$ cat config.mk
export PLATFORM = sky130hd
export DESIGN_NAME = apw_div_cell
export DESIGN_NICKNAME = d
export VERILOG_FILES = /design/src/sv/apw_pkg.sv /design/src/sv/apw_div_cell.sv
export SDC_FILE = /design/constraint.sdc
export NUM_CORES = 1
export LEC_CHECK = 0
export ABC_AREA = 1
export BUFFER_PORTS_ARGS = -buffer_cell sky130_fd_sc_hd__buf_2
export CORE_MARGIN = 4
export CORE_UTILIZATION = 40
export CTS_BUF_LIST = sky130_fd_sc_hd__clkbuf_4 sky130_fd_sc_hd__clkbuf_8
export CTS_CLUSTER_DIAMETER = 150
export CTS_CLUSTER_SIZE = 14
export DETAILED_ROUTE_END_ITERATION = 12
export PLACE_DENSITY = 0.74
export SLEW_MARGIN = 40
export SYNTH_ARGS = -nofsm -noshare
export SYNTH_HDL_FRONTEND = slang
export SYNTH_SLANG_ARGS = --single-unit
$ cat constraint.sdc
create_clock -name clk -period 2.2 [get_ports clk]
set_clock_uncertainty 0.2 [all_clocks]
set_input_delay 0.44 -clock clk [delete_from_list [all_inputs] [get_ports clk]]
set_output_delay 0.44 -clock clk [all_outputs]
set_load 0.05 [all_outputs]
$ cat src/sv/apw_pkg.sv
// ----------------------------------------------------------------------------
// Action potential waveform package
// Shared widths, constants, region codes and the sideband record that
// travels with each item down the pipeline.
// ----------------------------------------------------------------------------
package apw_pkg;

  localparam int WB = 28;
  localparam logic [28:0] W_ONE = 29'h1000_0000;
  localparam logic [26:0] E_INV = 27'd98751886;

  localparam int REM_W = 39;
  localparam int DVS_W = 38;
  localparam int QUO_W = 33;

  localparam int DIV_CELLS = 33;
  localparam int EXP_TERMS = 12;
  localparam int EXP_STAGES = 3;
  localparam int POW_CELLS = 19;
  localparam int SB_LEN = EXP_TERMS * EXP_STAGES + POW_CELLS;
  localparam int POST_STAGES = 5;
  localparam int NST = 1 + DIV_CELLS + 1 + SB_LEN + POST_STAGES + 1;

  function automatic logic [28:0] einv_pow(input int n);
    logic [55:0] p;
    logic [28:0] r;
    r = W_ONE;
    for (int i = 0; i < n; i++) begin
      p = r * E_INV;
      r = {1'b0, p[55:28]};
    end
    return r;
  endfunction

  localparam logic [28:0] E4 = einv_pow(4);
  localparam logic [29:0] D2 = 30'({W_ONE - E4, 2'b00});
  localparam logic [28:0] M2 = 29'((64'd1 << 58) / 64'(D2));

  typedef enum logic [1:0] {
    RGN_EARLY,
    RGN_MID,
    RGN_LATE
  } region_t;

  typedef struct packed {
    logic               bad;
    region_t            region;
    logic               one;
    logic [4:0]         n;
    logic [28:0]        w;
    logic signed [31:0] rest;
    logic signed [31:0] peak;
  } side_t;

endpackage

$ cat src/sv/apw_div_cell.sv
// ----------------------------------------------------------------------------
// Restoring divider cell
// Produces one quotient bit per cycle while en is high and hands the partial remainder on.
// ----------------------------------------------------------------------------
module apw_div_cell (
  input  logic                          clk,
  input  logic                          en,
  input  logic [apw_pkg::REM_W-1:0]     rem_in,
  input  logic [apw_pkg::DVS_W-1:0]     dvs_in,
  input  logic [apw_pkg::QUO_W-1:0]     quo_in,
  output logic [apw_pkg::REM_W-1:0]     rem_out,
  output logic [apw_pkg::DVS_W-1:0]     dvs_out,
  output logic [apw_pkg::QUO_W-1:0]     quo_out
);

  logic                        ge;
  logic [apw_pkg::REM_W-1:0]   diff;

  always_comb begin
    ge = rem_in >= {1'b0, dvs_in};
    diff = ge ? rem_in - {1'b0, dvs_in} : rem_in;
  end

  always_ff @(posedge clk) begin
    if (en) begin
      rem_out <= {diff[apw_pkg::REM_W-2:0], 1'b0};
      dvs_out <= dvs_in;
      quo_out <= {quo_in[apw_pkg::QUO_W-2:0], ge};
    end
  end

endmodule

==> results by group <==
Outcome
  • Status: finished, final reports clean

Die
  • I/O pins: between 200 and 250
  • Die height: about 140 um
  • Die Area: 20,200 um^2
  • # rows: between 40 and 50
  • Core area: approximately 17,000 um^2
  • Die width: ~140 um
  • Initial Utilization: 0.412

Timing
  • Minimum clock period after layout: roughly 2.2 ns
  • Final Cycle Share: 0.988
  • Fmax: approximately 460 MHz
  • Final Max Tran Viols: 0
  • Setup Viol. Count Final: 0
  • PnR worst setup slack: ~0.027 ns
  • Setup_tns: 0 ns
  • Fin. Hold Viols: 0

Placement
  • DP Wirelength: around 18,000 um
  • Pre-CTS WS: -0.596 ns
  • Dpl cells: approximately 1,500
  • IO buf count: about 220
  • Placer congestion estimate: approximately 0.96

CTS
  • Clk pin slew, worst setup/hold paths: roughly 0.10 ns
  • Sink Count: approximately 110
  • CTS Buf Count: 9
  • CTS root buf: clkbuf_8
  • H-tree depth: 3
  • TritonCTS clock tree: built
  • Clock tree buffer depth: 2

Power and ir drop
  • Sequential share of power: 0.388
  • Clock network fraction of total power: 0.183
  • Cell-internal power: approximately 4.0 mW
  • Peak supply drop: approximately 340 uV
  • Leakage: between 5 and 6 nW
  • Overall Power: approximately 6.7 mW
  • PD cells: 599 nW/um^2
  • Psw: about 2.7 mW
  • Power share of the combinational group: 0.429
  • Sw Share: 0.400

Synthesis
  • Mapped Nets: 1,032
  • Main area contributors after synthesis: edfxtp_1 46%, nand2_1 16%, inv_1 8.1%
  • Cells after synthesis: 881
  • Syn_area_per_cell: ~8.2 um^2
  • YS warnings: 0
  • Largest area contributor in the netlist: edfxtp_1
  • FF+latch count, synth: about 110
  • Post-Synthesis Cell Area: about 7200 um^2
  • Synth unique cells: 34
  • Seq/Total Area, Yosys: 0.455
  • Synth top area share: 0.455

GRT
  • Met2 GRT Util: 0.377
  • Met1 Usage GRT: 0.299
  • Number of global-route vias before repair: 7,029
  • Initial antenna violation count: 0
  • GR Util All Layers: 0.223
  • First-pass GRT wire length: 35,600 um
  • Busiest grt layer: met2
  • Met3 usage: 0.0420
  • Total gr overflow: 0
  • Largest net degree at the start of global routing: 59

Hold path
  • Hold Crit Class: in2reg

Final layout
  • Synth-to-Final Area Change: 55.7%
  • Share of cells above drive strength 1: 0.439
  • Final Instance Count excl. Fillers: about 1,500
  • Multi-input gate area: 4070 um^2
  • # nets final: about 1,500
  • # fillers: 1,507
  • Seq. cell area: between 3000 and 4000 um^2
  • Final Core Density: 0.641

Detailed routing
  • Antenna viol nets, final: 0
  • Routed len/inst: 16.0 um
  • DRC: 0
  • Avg Vias per Cell: between 4 and 5
  • Vias after detailed routing: between 7,000 and 8,000
  • Initial DRC Count: between 400 and 500
  • Total wire length: roughly 24,000 um
  • First-pass DRT Iterations: 5

Critical path
  • Crit. End Element: register
  • CP Data Arrival Time: ~2.1 ns
  • CP Launch Point: dvs_in[19]
  • Critical path type: in2reg
  • WP data required: 2.16 ns
  • CP Capture Point: rem_out[1]
  • Startpoint Class: primary input
  • CP Max Fanout: 8

Run
  • Maxcap violations: 0
## flip-flops by register name (all words and copies together), names as in the netlist
signal	flops
dvs_out	38
rem_out	38
quo_out	33
## worst max-delay path: stages
cell	delay, ns
buf_2	0.09
inv_1	0.04
ha_2	0.40
nand2_1	0.13
nor2_2	0.14
nand2_2	0.09
nor2_4	0.13
nand4_1	0.15
nand4_4	0.14
buf_12	0.16
clkbuf_16	0.16
o21ai_1	0.06
## worst min-delay path by stage
stage / cells past startpoint / from / slack, ns / end
finish: 1 / quo_in[2] / 0.01 / quo_out[3]
CTS: 1 / dvs_in[30] / 0.0001 / dvs_out[30]
floorplan: 0 / dvs_in[0] / 0.34 / dvs_out[0]
global route: 1 / quo_in[5] / 0.0009 / quo_out[6]
detailed placement: 1 / quo_in[3] / 0.42 / quo_out[4]
global placement: 1 / quo_in[12] / 0.42 / quo_out[13]
## cell families after synthesis
group,count (synthesis),synth area share
and+or+nand+nor,499,0.317
xor gates and xnor gates,20,0.0244
AOI/OAI and AO/OA,40,0.0313
other,1,0.000521
adders and majority gates,39,0.0689
DFF,109,0.455
buffers and inverters,173,0.103
## area by class of cell
class,instances,area share
multi-input cells,607,0.363
flip-flops and latches,109,0.292
inverters,162,0.0543
diodes,1,0.000223
repair buffers,412,0.248
clock inverters,7,0.00637
clock buffers,9,0.0111
well taps,225,0.0251
## power by group through the flow
stage	combinational (mW)	sequential [mW]	clock [mW]
after global placement	2.55	2.65	0
after detailed placement	2.58	2.65	0
after CTS	2.63	2.61	1.28
after floorplan	0.866	3.42	0
after global routing	3.10	2.63	1.36
final	2.88	2.60	1.23
## cell usage in the layout (no fill, tap or decap), drive strengths merged
cell type / Yosys / routed
a21boi: 1 / 1
nand3b: 7 / 7
clkinv: 1 / 6
clkbuf: 0 / 11
xor2: 19 / 19
ha: 38 / 38
conb: 1 / 1
and2: 1 / 1
xnor2: 1 / 1
a21oi: 24 / 24
dlygate4sd3: 0 / 35
nor4: 1 / 1
inv: 161 / 163
nand4: 5 / 5
o21ai: 7 / 7
nand3: 87 / 87
edfxtp: 109 / 109
diode: 0 / 1
nor3: 9 / 9
o21bai: 7 / 7
fa: 1 / 1
buf: 11 / 375
nand2: 313 / 321
nor2: 76 / 76
a31oi: 1 / 1
## per-layer routing
layer	up-vias	share of wire
li1	3662	-
met1	3282	0.44
met2	227	0.48
met3	30	0.059
met4	0	0.018
met5	-	0
## Yosys cell counts (all sizes together)
library cell	number
a21boi	1
a21oi	24
a31oi	1
and2	1
buf	11
clkinv	1
conb	1
edfxtp	109
fa	1
ha	38
inv	161
nand2	313
nand3	87
nand3b	7
nand4	5
nor2	76
nor3	9
nor4	1
o21ai	7
o21bai	7
xnor2	1
xor2	19
## per-stage QoR
step	hold WS, ns	cell area [um^2]
floorplan	0.339	7440
global placement	0.417	9880
detailed placement	0.418	9880
CTS	0.000117	10400
global route	0.000898	11200
finish	0.0138	11200
## repair_timing
| action | CTS | global route |
|---|---|---|
| hold buffers | 27 | 8 |
| endpoints found under the hold margin | 27 | 8 |
| pin swaps | 1 | 20 |
| setup buffers | 0 | 5 |
| resized for setup | 7 | 106 |
| setup endpoints to repair | 37 | 38 |
| gates cloned | 1 | 11 |
No activity file was read; power rests on OpenSTA's default activity.
