**src/sv/apw_pkg.sv**
```systemverilog
// ----------------------------------------------------------------------------
// Action potential waveform package
// Shared widths, constants, region codes and the sideband record that
// travels with each item down the pipeline.
// ----------------------------------------------------------------------------
package apw_pkg;

  localparam int WB = 28;
  localparam logic [28:0] W_ONE = 29'h1000_0000;
  localparam logic [26:0] E_INV = 27'd98751886;

  localparam int REM_W = 39;
  localparam int DVS_W = 38;
  localparam int QUO_W = 33;

  localparam int DIV_CELLS = 33;
  localparam int EXP_TERMS = 12;
  localparam int EXP_STAGES = 3;
  localparam int POW_CELLS = 19;
  localparam int SB_LEN = EXP_TERMS * EXP_STAGES + POW_CELLS;
  localparam int POST_STAGES = 5;
  localparam int NST = 1 + DIV_CELLS + 1 + SB_LEN + POST_STAGES + 1;

  function automatic logic [28:0] einv_pow(input int n);
    logic [55:0] p;
    logic [28:0] r;
    r = W_ONE;
    for (int i = 0; i < n; i++) begin
      p = r * E_INV;
      r = {1'b0, p[55:28]};
    end
    return r;
  endfunction

  localparam logic [28:0] E4 = einv_pow(4);
  localparam logic [29:0] D2 = 30'({W_ONE - E4, 2'b00});
  localparam logic [28:0] M2 = 29'((64'd1 << 58) / 64'(D2));

  typedef enum logic [1:0] {
    RGN_EARLY,
    RGN_MID,
    RGN_LATE
  } region_t;

  typedef struct packed {
    logic               bad;
    region_t            region;
    logic               one;
    logic [4:0]         n;
    logic [28:0]        w;
    logic signed [31:0] rest;
    logic signed [31:0] peak;
  } side_t;

endpackage

```
**src/sv/apw_exp_cell.sv**
```systemverilog
// ----------------------------------------------------------------------------
// Exponential series cell
// One Horner step of the series for e^-f: r = 1 - floor(floor(f*r) / K).
// ----------------------------------------------------------------------------
module apw_exp_cell #(
  parameter int K = 1
) (
  input  logic        clk,
  input  logic        en,
  input  logic [27:0] f_in,
  input  logic [28:0] r_in,
  output logic [27:0] f_out,
  output logic [28:0] r_out
);

  localparam logic [32:0] RECIP = 33'((64'd1 << 32) / K);

  logic [56:0] prod;
  logic [27:0] x1, f1;
  logic [60:0] rp;
  logic [27:0] qe2, x2, f2;
  logic [32:0] back, rm;
  logic [27:0] qc;

  assign prod = f_in * r_in;
  assign rp = x1 * RECIP;

  always_comb begin
    back = 33'(qe2) * 33'(K);
    rm = 33'(x2) - back;
    qc = (rm >= 33'(K)) ? qe2 + 28'd1 : qe2;
  end

  always_ff @(posedge clk) begin
    if (en) begin
      x1 <= prod[55:28];
      f1 <= f_in;
      qe2 <= rp[59:32];
      x2 <= x1;
      f2 <= f1;
      r_out <= apw_pkg::W_ONE - {1'b0, qc};
      f_out <= f2;
    end
  end

endmodule

```
**config.mk**
```make
export PLATFORM = sky130hd
export DESIGN_NAME = apw_exp_cell
export DESIGN_NICKNAME = d
export VERILOG_FILES = /design/src/sv/apw_pkg.sv /design/src/sv/apw_exp_cell.sv
export SDC_FILE = /design/constraint.sdc
export NUM_CORES = 2
export LEC_CHECK = 0
export ABC_AREA = 1
export BUFFER_PORTS_ARGS = -buffer_cell sky130_fd_sc_hd__buf_2
export CAP_MARGIN = 20
export CORE_UTILIZATION = 50
export CTS_BUF_LIST = sky130_fd_sc_hd__clkbuf_8
export DETAILED_ROUTE_END_ITERATION = 7
export GPL_TIMING_DRIVEN = 0
export PLACE_DENSITY = 0.74
export SYNTH_ARGS = -nofsm -noshare
export SYNTH_HDL_FRONTEND = slang
export SYNTH_SLANG_ARGS = --single-unit
```
**constraint.sdc**
```tcl
create_clock -name clk -period 8.85 [get_ports clk]
set_clock_uncertainty 0.05 [all_clocks]
set_input_delay 0.885 -clock clk [delete_from_list [all_inputs] [get_ports clk]]
set_output_delay 0.885 -clock clk [all_outputs]
set_load 0.02 [all_outputs]
```
==> qor_table.md <==
| Item | This run | Unit |
|:---|:---|:---|
| Outcome | finished with violations | - |
| Violated checks | DRC | - |
| End point of the most critical hold path | f_out[4] | - |
| Share of async-settable or async-resettable flops after synthesis | 0 | % |
| Clock Pin Slew Worst Setup and Hold Paths | 0.10 | ns |
| Register-to-register setup slack | 6.74 | ns |
| Number of standard cells in the layout, taps in and fillers out | 4993 | - |
| Total core area | 66000 | um2 |
| Synthesis-to-finish area growth | 5.94 | % |
| Launching element type of the critical path | primary input | - |
| Total nets after synthesis | 4969 | - |
| Total vias in the final route | 25950 | - |
| EDFF count, synth | 169 | - |
| Slew Limit Fails | 0 | - |
| Overall overflow remaining after global route | 0 | - |
| Fin util | 53.7 | % |
| First drt pass iteration count | 8 | - |
| Post-DP HPWL | 87900 | um |
| Min Tclk post-route | 8.03 | ns |
| Worst EP arrival | 8.28 | ns |
| Avg Cell Area, Syn | 8.34 | um2 |
| Global-route wire length before repair | 159000 | um |
| Endpoint kind of the worst setup timing path | flop | - |
| Ratio of cells with drive above 1 in the final layout | 4.05 | % |
| I/O pin count | 116 | - |
| Start point of the worst hold path | f2[4] | - |
| Wire length after detailed routing | 104000 | um |
| Die H | 261 | um |
| Vias per cell | 5.20 | - |
| Setup repair after global routing missed its margin | no | - |
| Data required, critical path | 9.10 | ns |
| Register bit total from synthesis | 169 | - |
| Die ar. | 67900 | um2 |
| Final weighted congestion in routability-driven placement | 1.03 | - |
| Count of cells along the worst hold path | 0 | - |
| Global router's overall resource usage | 32.3 | % |
| Count of final setup violators | 0 | - |
| Synthesis Warnings | 0 | - |
| Number of CTS-inserted buffers | 17 | - |
| Endpoint of the lowest-slack register-to-register path | r_out[26] | - |
| Placed Instances | 4961 | - |
| Mean routed wirelength per cell | 20.8 | um |
| Combined area of all synthesized cells | 33400 | um2 |
| Final TNS setup | 0 | ns |
| Routed Antenna Nets | 0 | - |
| Worst hold-check path type | flop to flop | - |
| Slew of the pin with the lowest slew margin | 1.25 | ns |
| Cells after synthesis | 4009 | - |
| Row cnt | 94 | - |
| Cells resized by post-CTS repair | 0 | - |
| Starting density of the core | 50.7 | % |
| Number of clock sinks | 169 | - |
| CTS tree | done | - |
| Filler cell count in the final layout | 6162 | - |
| Post-CTS setup buffer count | 0 | - |
| Critical R2R Launch | qe2[0] | - |
| Final nets | 5076 | - |
| Overall die width | 261 | um |
| Max Cap Violations | 0 | - |
| Initial DRC count | 2762 | - |
| Kind of critical path | primary input to flop | - |
| Worst r2r path cells | 12 | - |
| Main flop type after synthesis | edfxtp_1 | - |
| Netlist cell types | 42 | - |
| Highest net fanout along the worst path | 10 | - |
| Final standard cell area without fillers | 35400 | um2 |
| Max-slew headroom | 16.9 | % |
| Tcrit/Tclk final | 90.7 | % |
| Master cell of the clock root buffer | clkbuf_8 | - |
| CTS HTree Levels | 4 | - |
| Number of I/O port buffers | 86 | - |
| Post-CTS Hold Buffers | 0 | - |
| Number of global-route vias before repair | 26850 | - |
| Maximum achievable frequency | 0.125 | GHz |
| Largest buffer count on any clock path | 2 | - |
| Hold Violations, Final | 0 | - |
| Largest net degree at the start of global routing | 112 | - |
| Post-route DRC | 19 | - |
| Number of antenna violations at the first check in global routing | 4 | - |
| Proportion of synthesized chip area in sequential cells | 15.2 | % |
| Latest clock arrival within the worst-skew pair | 0.56 | ns |
| Post-detailed-placement cell area | 35000 | um2 |
-- final cells by class --
class	count	area [um2]	share of cell area (%)
Clock buffer	17	234	0.661
Multi-Input combinational cell	2352	22700	64.2
Clock inverter	14	189	0.534
Buffer	171	658	1.86
Sequential cell	169	5070	14.3
Tap cell	864	1080	3.05
Antenna cell	1	2.50	0.00707
Timing Repair Buffer	88	479	1.35
Inverter	1317	4940	14.0
-- per-stage QoR --
step,setup slack (ns),hold WS [ns]
floorplan,2.11,0.350
global placement,0.258,0.350
detailed placement,0.415,0.355
CTS,1.03,0.368
global route,0.448,0.366
finish,0.822,0.368
-- flip-flops by register name (all words and copies together), names as in the netlist --
name and cells:
f2 28, f1 28, qe2 28, r_out 29, f_out 28, x1 28
-- logic make-up (layout without fill, tap and decap cells) --
group	after synthesis	in the layout	share of synthesized area, %
buffers and inverters	1488	1607	16.8
other	0	1	0
adders and majority gates	901	901	49.4
xor gates and xnor gates	41	41	1.07
DFF	169	169	15.2
AOI/OAI and AO/OA	148	148	2.34
and+or+nand+nor	1262	1262	15.2
-- cell usage in the layout, fill, tap and decap left out, types with 4 or more instances in the layout --
| cell type | instances |
|---|---|
| clkinv_4 | 4 |
| o21ai_1 | 5 |
| nor2_4 | 6 |
| nand3_1 | 46 |
| clkbuf_8 | 17 |
| buf_4 | 4 |
| fa_1 | 698 |
| edfxtp_1 | 169 |
| nand2_2 | 6 |
| o21bai_1 | 6 |
| nand4_1 | 16 |
| o21ai_0 | 47 |
| xor2_1 | 23 |
| clkbuf_1 | 116 |
| nor3_1 | 11 |
| inv_1 | 1314 |
| clkinv_8 | 5 |
| buf_1 | 50 |
| a21o_1 | 4 |
| nand2_1 | 1032 |
| nor2_2 | 13 |
| xnor2_1 | 18 |
| nor2_1 | 110 |
| ha_1 | 203 |
| buf_2 | 86 |
| a21oi_1 | 80 |
-- critical path: stages --
cell      delay [ns]
buf_2           0.10
clkbuf_1        0.71
clkbuf_1        0.87
nand2_1         0.15
inv_1           0.13
fa_1            0.44
fa_1            0.51
inv_1           0.05
fa_1            0.46
fa_1            0.52
inv_1           0.06
fa_1            0.50
fa_1            0.50
inv_1           0.05
fa_1            0.53
inv_1           0.06
ha_1            0.35
a21oi_1         0.29
o21ai_0         0.20
a21oi_1         0.28
o21ai_0         0.20
nand2_1         0.17
nand3_1         0.10
nand2_1         0.07
nand2_1         0.06
-- worst max path at each step --
stage	start	slack, ns	endpoint	cells past startpoint
after floorplan	r_in[25]	2.11	x1[23]	28
after global routing	f_in[11]	0.45	x1[22]	27
final	f_in[12]	0.82	x1[21]	25
after global placement	r_in[10]	0.26	x1[27]	24
after CTS	r_in[9]	1.03	x1[22]	26
after detailed placement	r_in[9]	0.42	x1[22]	26
-- routing by layer --
layer,vias to the layer above,GRT usage [%],part of all wire (%)
met5,-,0,0.012
met1,12784,41.9,38
li1,11441,-,-
met4,2,15.8,5.7
met3,292,6.81,11
met2,1431,51.6,45
-- cells in the mapped netlist (all sizes together) (4+ instances only) --
cell type	number	share of area, %
buf	55	0.67
ha	203	7.6
nor2	130	1.7
nand4	17	0.36
xnor2	18	0.47
fa	698	42
xor2	23	0.60
nand3	50	0.83
o21bai	6	0.13
nand2	1040	12
nor4	4	0.094
a21o	4	0.090
inv	1317	15
o21ai	53	0.80
nor3	14	0.27
clkbuf	116	1.3
edfxtp	169	15
a21oi	80	1.2
Power is not shown: default switching activity piles up to over one toggle a cycle in this logic, so the estimate is an artifact.
