### config.mk
export PLATFORM = sky130hd
export DESIGN_NAME = apw_pow_cell
export DESIGN_NICKNAME = d
export VERILOG_FILES = /design/src/sv/apw_pkg.sv /design/src/sv/apw_pow_cell.sv
export SDC_FILE = /design/constraint.sdc
export NUM_CORES = 1
export LEC_CHECK = 0
export ABC_AREA = 1
export BUFFER_PORTS_ARGS = -buffer_cell sky130_fd_sc_hd__buf_4
export CAP_MARGIN = 20
export CELL_PAD_IN_SITES_DETAIL_PLACEMENT = 0
export CELL_PAD_IN_SITES_GLOBAL_PLACEMENT = 1
export CORE_UTILIZATION = 50
export CTS_CLUSTER_DIAMETER = 100
export CTS_CLUSTER_SIZE = 10
export DETAILED_ROUTE_END_ITERATION = 8
export PLACE_DENSITY = 0.88
export SLEW_MARGIN = 25
export SYNTH_ARGS = -nofsm -noshare
export SYNTH_HDL_FRONTEND = slang
export SYNTH_SLANG_ARGS = --single-unit
### constraint.sdc
create_clock -name clk -period 7.2 [get_ports clk]
set_input_delay 0.72 -clock clk [delete_from_list [all_inputs] [get_ports clk]]
set_output_delay 0.72 -clock clk [all_outputs]
set_load 0.01 [all_outputs]
### src/sv/apw_pkg.sv
// ----------------------------------------------------------------------------
// Action potential waveform package
// Shared widths, constants, region codes and the sideband record that
// travels with each item down the pipeline.
// ----------------------------------------------------------------------------
package apw_pkg;

  localparam int WB = 28;
  localparam logic [28:0] W_ONE = 29'h1000_0000;
  localparam logic [26:0] E_INV = 27'd98751886;

  localparam int REM_W = 39;
  localparam int DVS_W = 38;
  localparam int QUO_W = 33;

  localparam int DIV_CELLS = 33;
  localparam int EXP_TERMS = 12;
  localparam int EXP_STAGES = 3;
  localparam int POW_CELLS = 19;
  localparam int SB_LEN = EXP_TERMS * EXP_STAGES + POW_CELLS;
  localparam int POST_STAGES = 5;
  localparam int NST = 1 + DIV_CELLS + 1 + SB_LEN + POST_STAGES + 1;

  function automatic logic [28:0] einv_pow(input int n);
    logic [55:0] p;
    logic [28:0] r;
    r = W_ONE;
    for (int i = 0; i < n; i++) begin
      p = r * E_INV;
      r = {1'b0, p[55:28]};
    end
    return r;
  endfunction

  localparam logic [28:0] E4 = einv_pow(4);
  localparam logic [29:0] D2 = 30'({W_ONE - E4, 2'b00});
  localparam logic [28:0] M2 = 29'((64'd1 << 58) / 64'(D2));

  typedef enum logic [1:0] {
    RGN_EARLY,
    RGN_MID,
    RGN_LATE
  } region_t;

  typedef struct packed {
    logic               bad;
    region_t            region;
    logic               one;
    logic [4:0]         n;
    logic [28:0]        w;
    logic signed [31:0] rest;
    logic signed [31:0] peak;
  } side_t;

endpackage

### src/sv/apw_pow_cell.sv
// ----------------------------------------------------------------------------
// Integer exponent cell
// Multiplies by e^-1 when the integer part of the exponent exceeds IDX.
// ----------------------------------------------------------------------------
module apw_pow_cell #(
  parameter int IDX = 0
) (
  input  logic        clk,
  input  logic        en,
  input  logic [4:0]  cnt,
  input  logic [28:0] r_in,
  output logic [28:0] r_out
);

  logic [55:0] p;

  assign p = r_in * apw_pkg::E_INV;

  always_ff @(posedge clk) begin
    if (en) begin
      r_out <= (cnt > 5'(IDX)) ? {1'b0, p[55:28]} : r_in;
    end
  end

endmodule

==> metrics.md, run 1 <==
| Metric | Value |
|---|---|
| Status | `finished clean` |
| Final wirelength | `47.5 mm` |
| Synth Flop Type | `edfxtp_1` |
| Largest regs | `r_out x29` |
| HPWL Detailed | `roughly 43 mm` |
| Vias per cell | `5.16` |
| Crit path required time | `7230 ps` |
| I/O pin count | `65` |
| Cell taking the most area after synthesis | `fa_1` |
| Register area share after synthesis | `~5.3%` |
| Worst setup EP type | `flop` |
| Layout area overhead | `7.16%` |
| Maximum fanout along the worst path | `10` |
| Crit path launch type | `primary input` |
| Net Count, Synth | `2617` |
| Initial drt markers | `913` |
| Vias in the first global route | `13619` |
| Clock tree buffer depth | `2` |
| Remaining DRCs | `0` |
| Most frequent cells in the layout | `652 x inv_1, 315 x nand2_1, 312 x fa_1, 290 x ha_1, 90 x nor2_1` |
| RSZ-0062 raised after global routing | `no` |
| Worst slew pin tran | `514 ps` |
| Most common cell after layout, fill and taps aside | `inv_1` |
| PortBufs | `64` |
| Via count | `roughly 13000` |
| H-tree lvl count | `2` |
| Fmax | `157 MHz` |
| Worst path max stage delay | `around 590 ps` |
| WL/cell | `19.1 µm` |
| Clk sink count | `29` |
| Most used cell, CP | `fa_1` |
| First-pass GRT wire length | `74.8 mm` |
| Crit path launch | `r_in[14]` |
| Share of layout cells above drive strength 1 | `roughly 4.7%` |
| Fin crit share | `88.4%` |
| Antenna-violating nets left | `0` |
| Post-cts resize count | `0` |
| CTS tree | `built` |
| Gr ovfl total | `0` |
| # hold bufs at CTS | `0` |
| Yosys cell types | `33` |
| Min-delay worst type | `primary input to flop` |
| Mapped Cells | `~2000` |
| Row Count | `65` |
| Synth area leaders | `fa_1 38%, ha_1 22%, inv_1 15%, nand2_1 7.2%, edfxtp_1 5.3%` |
| Total CTS buffers | `5` |
| Largest register FFs | `29` |
| Max-cap violations | `0` |
| Share of the synthesized area in the top cell type | `38.0%` |
| Gpl congestion | `1.00` |
| Max-slew violations | `0` |
| #FFs+latches synth | `29` |
| Worst-path clk slew | `50 ps` |
| Worst-path cell chain | `buf_4, fa_1, fa_1, fa_1, fa_1, fa_1, inv_1, fa_1, fa_1, inv_1, ha_1, nand2_1, nor2_1, nand2_1, nor2_2, nand4_1, nand4_1, nand2_1, nand2_1, nand2_1` |
| Slew HR | `65.5%` |
| WP data arrival | `6390 ps` |
| Gr usage total | `29.9%` |
| Crit Path Category | `primary input to flop` |
| Synth warn | `0` |
| Antenna violations before repair | `0` |
| EDFF count, synth | `29` |
| Starting Density | `51.4%` |
| Die H | `183 µm` |
| Syn Area/Cell | `roughly 8.3 µm²` |
| Top reg by flops | `r_out` |
| Final Hold Vio Count | `0` |
| Final Critical Period | `between 6000 and 7000 ps` |
| Mapped Area | `0.0164 mm²` |
| Slowest CP cell | `fa_1` |
| ANT cells | `0` |
| TNS Setup | `0 ps` |
| CTS root buffer | `clkbuf_16` |
| Final net count | `between 2000 and 3000` |
| Post-CTS Setup Bufs | `0` |
| Post-synth ARST share | `0%` |
| Core area | `0.0320 mm²` |
| HP Start | `r_in[24]` |
| Die area | `0.0336 mm²` |
| Die width | `roughly 180 µm` |
| DRT Pass-1 Iters | `5` |
| Pin count of the biggest net entering global routing | `34` |
| Final setup vio count | `0` |
area by class of cell:
cell class              instances  area, µm²
clock buffers                   6        129
clock inverters                 2       33.8
fillers                      3050      14400
inverters                     657       2470
multi-input cells            1287      13100
flip-flops and latches         29        871
well taps                     435        544
repair buffers                 66        495
cell usage after synthesis (2+ instances only):
| cell type | instances |
|---|---|
| inv_2 | 4 |
| fa_1 | 312 |
| nor2_1 | 90 |
| o21ai_0 | 42 |
| nand2_2 | 4 |
| nand4_1 | 20 |
| nand3_1 | 61 |
| o21ai_1 | 6 |
| and2_1 | 3 |
| clkbuf_1 | 4 |
| nand2_1 | 315 |
| ha_1 | 290 |
| o21a_1 | 2 |
| nor2_2 | 10 |
| a21oi_1 | 65 |
| nor3_2 | 3 |
| xor2_1 | 12 |
| edfxtp_1 | 29 |
| nor3_1 | 4 |
| nor4_2 | 3 |
| nand3b_1 | 5 |
| inv_1 | 652 |
| o21bai_1 | 24 |
| xnor2_1 | 10 |
path summary, 6_finish.rpt:
check	depth (start not counted)	endpoint
min	3	r_out[24]
max	20	r_out[10]
metal layers:
| layer | track usage, % | vias to the layer above | wire [µm] |
|---|---|---|---|
| met5 | 0 | - | 0 |
| met4 | 9.77 | 0 | 1650 |
| met3 | 3.63 | 93 | 2610 |
| met2 | 50.2 | 391 | 22500 |
| met1 | 40.2 | 6303 | 20700 |
| li1 | - | 6012 | - |
cell families after synthesis:
group           after synthesis  share of synthesized area (%)
fa+ha+maj                   602                           60.1
simple gates                520                           13.4
flops                        29                           5.30
compound gates              143                           4.82
xor+xnor                     22                           1.17
buf+inv                     663                           15.2
worst max-delay path, delay by kind of cell:
kind	cells	cell delay, ps
buffers and inverters	3	330
AND/OR/NAND/NOR	9	1410
adder cells (fa/ha/maj)	8	3920
through the flow:
stage	util (%)	cell area (µm²)	setup slack [ps]	hold slack, ps	std cells
3_3_place_gp	54.5	17400	584	1130	2474
4_1_cts	55.0	17600	841	907	2482
5_1_grt	55.0	17600	589	916	2482
2_1_floorplan	-	16400	1510	832	1979
3_5_place_dp	54.5	17400	565	1130	2474
6_report	55.0	17600	838	899	2482
Power of run 1 is not shown: default switching activity piles up to over one toggle a cycle in this logic, so the estimate is an artifact.
==> inputs of run 2 (changes only) <==
CORE_ASPECT_RATIO = 1.1   (was default)
==> run 2 against run 1 <==
Net effect:
- first-iteration DRC count shrank 14%
- routed wire length grew 0.67%
- final cell count fell by 0.36%
- count of clock-buffer cells in the layout fell by 1
- maximum frequency increased by 0.82%
- sequential share of layout area hardly changed
- non-clock buffer count unchanged
- global-route usage barely moved
- sequential cell count unchanged
- worst setup slack gained 51 ps
- critical path depth stayed put
- cell area about the same
==> metrics.md, run 2 (synthesis results as in run 1) <==
| Metric | Value |
|---|---|
| Status | `finished clean` |
| Gr ovfl total | `0` |
| Largest regs | `r_out x29` |
| TNS Setup | `0 ps` |
| RSZ-0062 raised after global routing | `no` |
| HPWL Detailed | `43.1 mm` |
| Fin crit share | `87.6%` |
| Via count | `around 13000` |
| Worst slack at placement | `582 ps` |
| Top reg by flops | `r_out` |
| Final Critical Period | `~6300 ps` |
| Worst path max stage delay | `580 ps` |
| Antenna violations before repair | `0` |
| Total CTS buffers | `5` |
| Die H | `just under 200 µm` |
| Slowest CP cell | `fa_1` |
| Starting Density | `50.8%` |
| Max-slew violations | `0` |
| Worst setup EP type | `flop` |
| Final setup vio count | `0` |
| H-tree lvl count | `2` |
| Clk sink count | `29` |
| Vias in the first global route | `13656` |
| Vias per cell | `just over 5` |
| First-pass GRT wire length | `74.0 mm` |
| Worst slew pin tran | `between 600 and 700 ps` |
| Gr usage total | `29.9%` |
| Max-cap violations | `0` |
| DP Area | `between 0.015 and 0.02 mm²` |
| Crit path required time | `7210 ps` |
| Crit path launch type | `primary input` |
| Gpl congestion | `just under 1` |
| Clock tree buffer depth | `2` |
| Min-delay worst type | `primary input to flop` |
| WP data arrival | `6320 ps` |
| Fmax | `roughly 160 MHz` |
| # hold bufs at CTS | `0` |
| Largest register FFs | `29` |
| ANT cells | `0` |
| Antenna-violating nets left | `0` |
| CTS tree | `built` |
| Die area | `approximately 0.034 mm²` |
| Maximum fanout along the worst path | `10` |
| Core area | `0.0323 mm²` |
| Most used cell, CP | `fa_1` |
| Post-CTS Setup Bufs | `0` |
| WL/cell | `19.3 µm` |
| Pin count of the biggest net entering global routing | `30` |
| Final instance area | `about 0.018 mm²` |
| CTS root buffer | `clkbuf_16` |
| Slew HR | `55.3%` |
| Most common cell after layout, fill and taps aside | `inv_1` |
| DRT Pass-1 Iters | `7` |
| Fillers | `3085` |
| Final Hold Vio Count | `0` |
| Final wirelength | `47.8 mm` |
| Crit Path Category | `primary input to flop` |
| Final net count | `2684` |
| Worst-path cell chain | `buf_4, fa_1, fa_1, fa_1, fa_1, fa_1, inv_1, fa_1, fa_1, inv_1, ha_1, nand2_1, nor2_1, nand2_1, nor2_1, nand3_1, nand3_1, nand2_1, nand3_1, o21ai_0` |
| Post-cts resize count | `0` |
| PortBufs | `64` |
| Worst-path clk slew | `60 ps` |
| Most frequent cells in the layout | `652 x inv_1, 315 x nand2_1, 312 x fa_1, 290 x ha_1, 90 x nor2_1` |
| Remaining DRCs | `0` |
| Final worst setup slack | `889 ps` |
| Die width | `175 µm` |
| Row Count | `69` |
| I/O pin count | `65` |
| Initial drt markers | `783` |
| Layout area overhead | `7.13%` |
| Share of layout cells above drive strength 1 | `4.84%` |
==> run 2: cell count changes in the layout (fill, tap and decap cells not counted) <==
cell / delta
and2_1: -1
and2_2: +1
clkbuf_1: -1
clkinvlp_4: +1
==> run 2: cell type report <==
cell class | count | area [µm²] | share of cell area (%)
timing repair buffer | 66 | 495 | 2.82
sequential | 29 | 871 | 4.95
multi-input combinational | 1287 | 13100 | 74.2
clock inverter | 3 | 41.3 | 0.235
tap | 426 | 533 | 3.03
inverter | 657 | 2470 | 14.0
clock buffer | 5 | 125 | 0.711
==> run 2: path summary, 6_finish.rpt <==
check | slack, ps | from | cells after the start | end
setup / recovery | 890 | r_in[15] | 20 | r_out[18]
hold / removal | 890 | r_in[24] | 3 | r_out[24]
==> run 2: routing by layer <==
layer | up-vias | track usage [%] | wire, µm | share of wire [%]
met5 | - | 0 | 0 | 0
met4 | 0 | 12.9 | 2270 | 4.7
met3 | 97 | 5.01 | 2730 | 5.7
met2 | 401 | 52.6 | 23500 | 49
met1 | 6221 | 36.0 | 19400 | 40
li1 | 6019 | - | - | -
==> run 2: worst max-delay path, delay by kind of cell <==
family                   cells  cell delay (ps)
AND/OR/NAND/NOR              8             1220
adder cells (fa/ha/maj)      8             3890
AO/OA/AOI/OAI                1              130
buffers and inverters        3              350
==> run 2: through the flow <==
stage / util (%) / cells / hold slack (ps)
6_report: 54.5 / 2473 / 891
2_1_floorplan: - / 1979 / 832
5_1_grt: 54.5 / 2473 / 907
3_3_place_gp: 53.9 / 2465 / 1130
4_1_cts: 54.5 / 2473 / 893
3_5_place_dp: 54.0 / 2465 / 1130
Power of run 2 is left out for the same reason.
==> inputs of run 3 (changes only) <==
CORE_ASPECT_RATIO = 1.5   (was 1.1)
REMOVE_ABC_BUFFERS = 1   (was default)
==> run 3 against run 2 <==
Net effect:
- non-clock buffer count up 2
- global-route usage up 1.5 points
- critical path type unchanged
- core utilization up 0.49 points
- count of clock-buffer cells in the layout unchanged
- die area about the same
- sequential cell count unchanged
- worst setup slack worse by 430 ps
==> metrics.md, run 3 (synthesis results as in run 1) <==
| Metric | Value |
|---|---|
| Min-delay worst type | `primary input to flop` |
| Post-CTS Setup Bufs | `0` |
| Crit path required time | `about 7100 ps` |
| Total CTS buffers | `5` |
| Die H | `around 220 µm` |
| Crit Path Category | `primary input to flop` |
| WHS | `875 ps` |
| Remaining DRCs | `0` |
| First-pass GRT wire length | `approximately 77 mm` |
| Fillers | `roughly 3100` |
| Vias in the first global route | `approximately 14000` |
| WP data arrival | `6670 ps` |
| Layout area overhead | `7.23%` |
| PortBufs | `64` |
| HPWL Detailed | `45.0 mm` |
| ANT cells | `0` |
| Final net count | `2686` |
| Status | `finished clean` |
| Final Non-Filler Cells | `~2500` |
| Post-cts resize count | `0` |
| Final setup vio count | `0` |
| Most frequent cells in the layout | `652 x inv_1, 315 x nand2_1, 312 x fa_1, 290 x ha_1, 90 x nor2_1` |
| Dpl cells | `2451` |
| Pin count of the biggest net entering global routing | `30` |
| Antenna-violating nets left | `0` |
| Clk sink count | `29` |
| # hold bufs at CTS | `0` |
| I/O pin count | `between 60 and 70` |
| Largest regs | `r_out x29` |
| Share of layout cells above drive strength 1 | `4.93%` |
| Util after Layout | `around 55%` |
| HP Start | `r_in[4]` |
| Most common cell after layout, fill and taps aside | `inv_1` |
| Starting Density | `51.3%` |
| Core area | `0.0320 mm²` |
| Antenna violations before repair | `0` |
| Max-cap violations | `0` |
| Final Critical Period | `about 6700 ps` |
| Row Count | `80` |
| DRT Pass-1 Iters | `6` |
| Max-slew violations | `0` |
| Crit path launch | `r_in[15]` |
| Crit path launch type | `primary input` |
| Top reg by flops | `r_out` |
| Worst slew pin tran | `808 ps` |
| RSZ-0062 raised after global routing | `no` |
| Worst-path clk slew | `60 ps` |
| WL/cell | `20.1 µm` |
| Die area | `0.0336 mm²` |
| TNS Setup | `0 ps` |
| Maximum fanout along the worst path | `10` |
| Fin crit share | `around 94%` |
| Fmax | `148 MHz` |
| CTS tree | `built` |
| Vias per cell | `~5.2` |
| Via count | `roughly 13000` |
| H-tree lvl count | `2` |
| Gpl congestion | `1.03` |
| Clock tree buffer depth | `2` |
| Gr ovfl total | `0` |
| CTS root buffer | `clkbuf_16` |
| Die width | `150 µm` |
| Final Hold Vio Count | `0` |
| Largest register FFs | `29` |
| Gr usage total | `about a third` |
| Worst setup EP type | `flop` |
| Final wirelength | `49.5 mm` |
| Slew HR | `45.5%` |
| Initial drt markers | `633` |
run 3: changes by cell type in the layout (fill, tap and decap cells not counted), sizes merged:
| cell | before | now |
|---|---|---|
| buf | 66 | 68 |
| bufinv | 1 | 2 |
| clkinvlp | 1 | 0 |
run 3: routing by layer:
metal	part of all wire (%)	track usage [%]	vias to the layer above
met2	53	57.2	405
li1	-	-	6020
met1	36	34.7	6277
met5	0	0	-
met3	3.6	2.57	147
met4	7.4	19.6	0
run 3: worst paths after layout:
| check | to | slack [ps] | cells after the start |
|---|---|---|---|
| hold / removal | r_out[4] | 870 | 3 |
| setup / recovery | r_out[18] | 460 | 20 |
run 3: final cells by class:
cell class	instances	area (µm²)	share of cell area, %
clock buffer	5	125	0.711
clock inverter	3	65.1	0.370
inverter	657	2470	14.0
multi-input combinational	1287	13100	74.2
sequential	29	871	4.95
tap	410	513	2.91
timing repair buffer	68	510	2.90
run 3: worst max-delay path: stages:
cell	delay (ps)
buf_4	250
fa_1	480
fa_1	520
fa_1	540
inv_1	60
fa_1	480
fa_1	520
fa_1	440
fa_1	490
inv_1	40
ha_1	450
nand2_1	150
nor2_1	250
nand2_1	190
nor2_1	170
nand3_1	170
nand3_1	120
nand2_1	60
nand3_1	200
o21ai_0	370
run 3: stage by stage:
| stage | area, µm² | setup slack (ps) |
|---|---|---|
| global placement | 17400 | 136 |
| detailed placement | 17400 | 184 |
| CTS | 17600 | 454 |
| floorplan | 16400 | 1490 |
| global route | 17600 | 345 |
| finish | 17600 | 456 |
Power of run 3 is left out for the same reason.
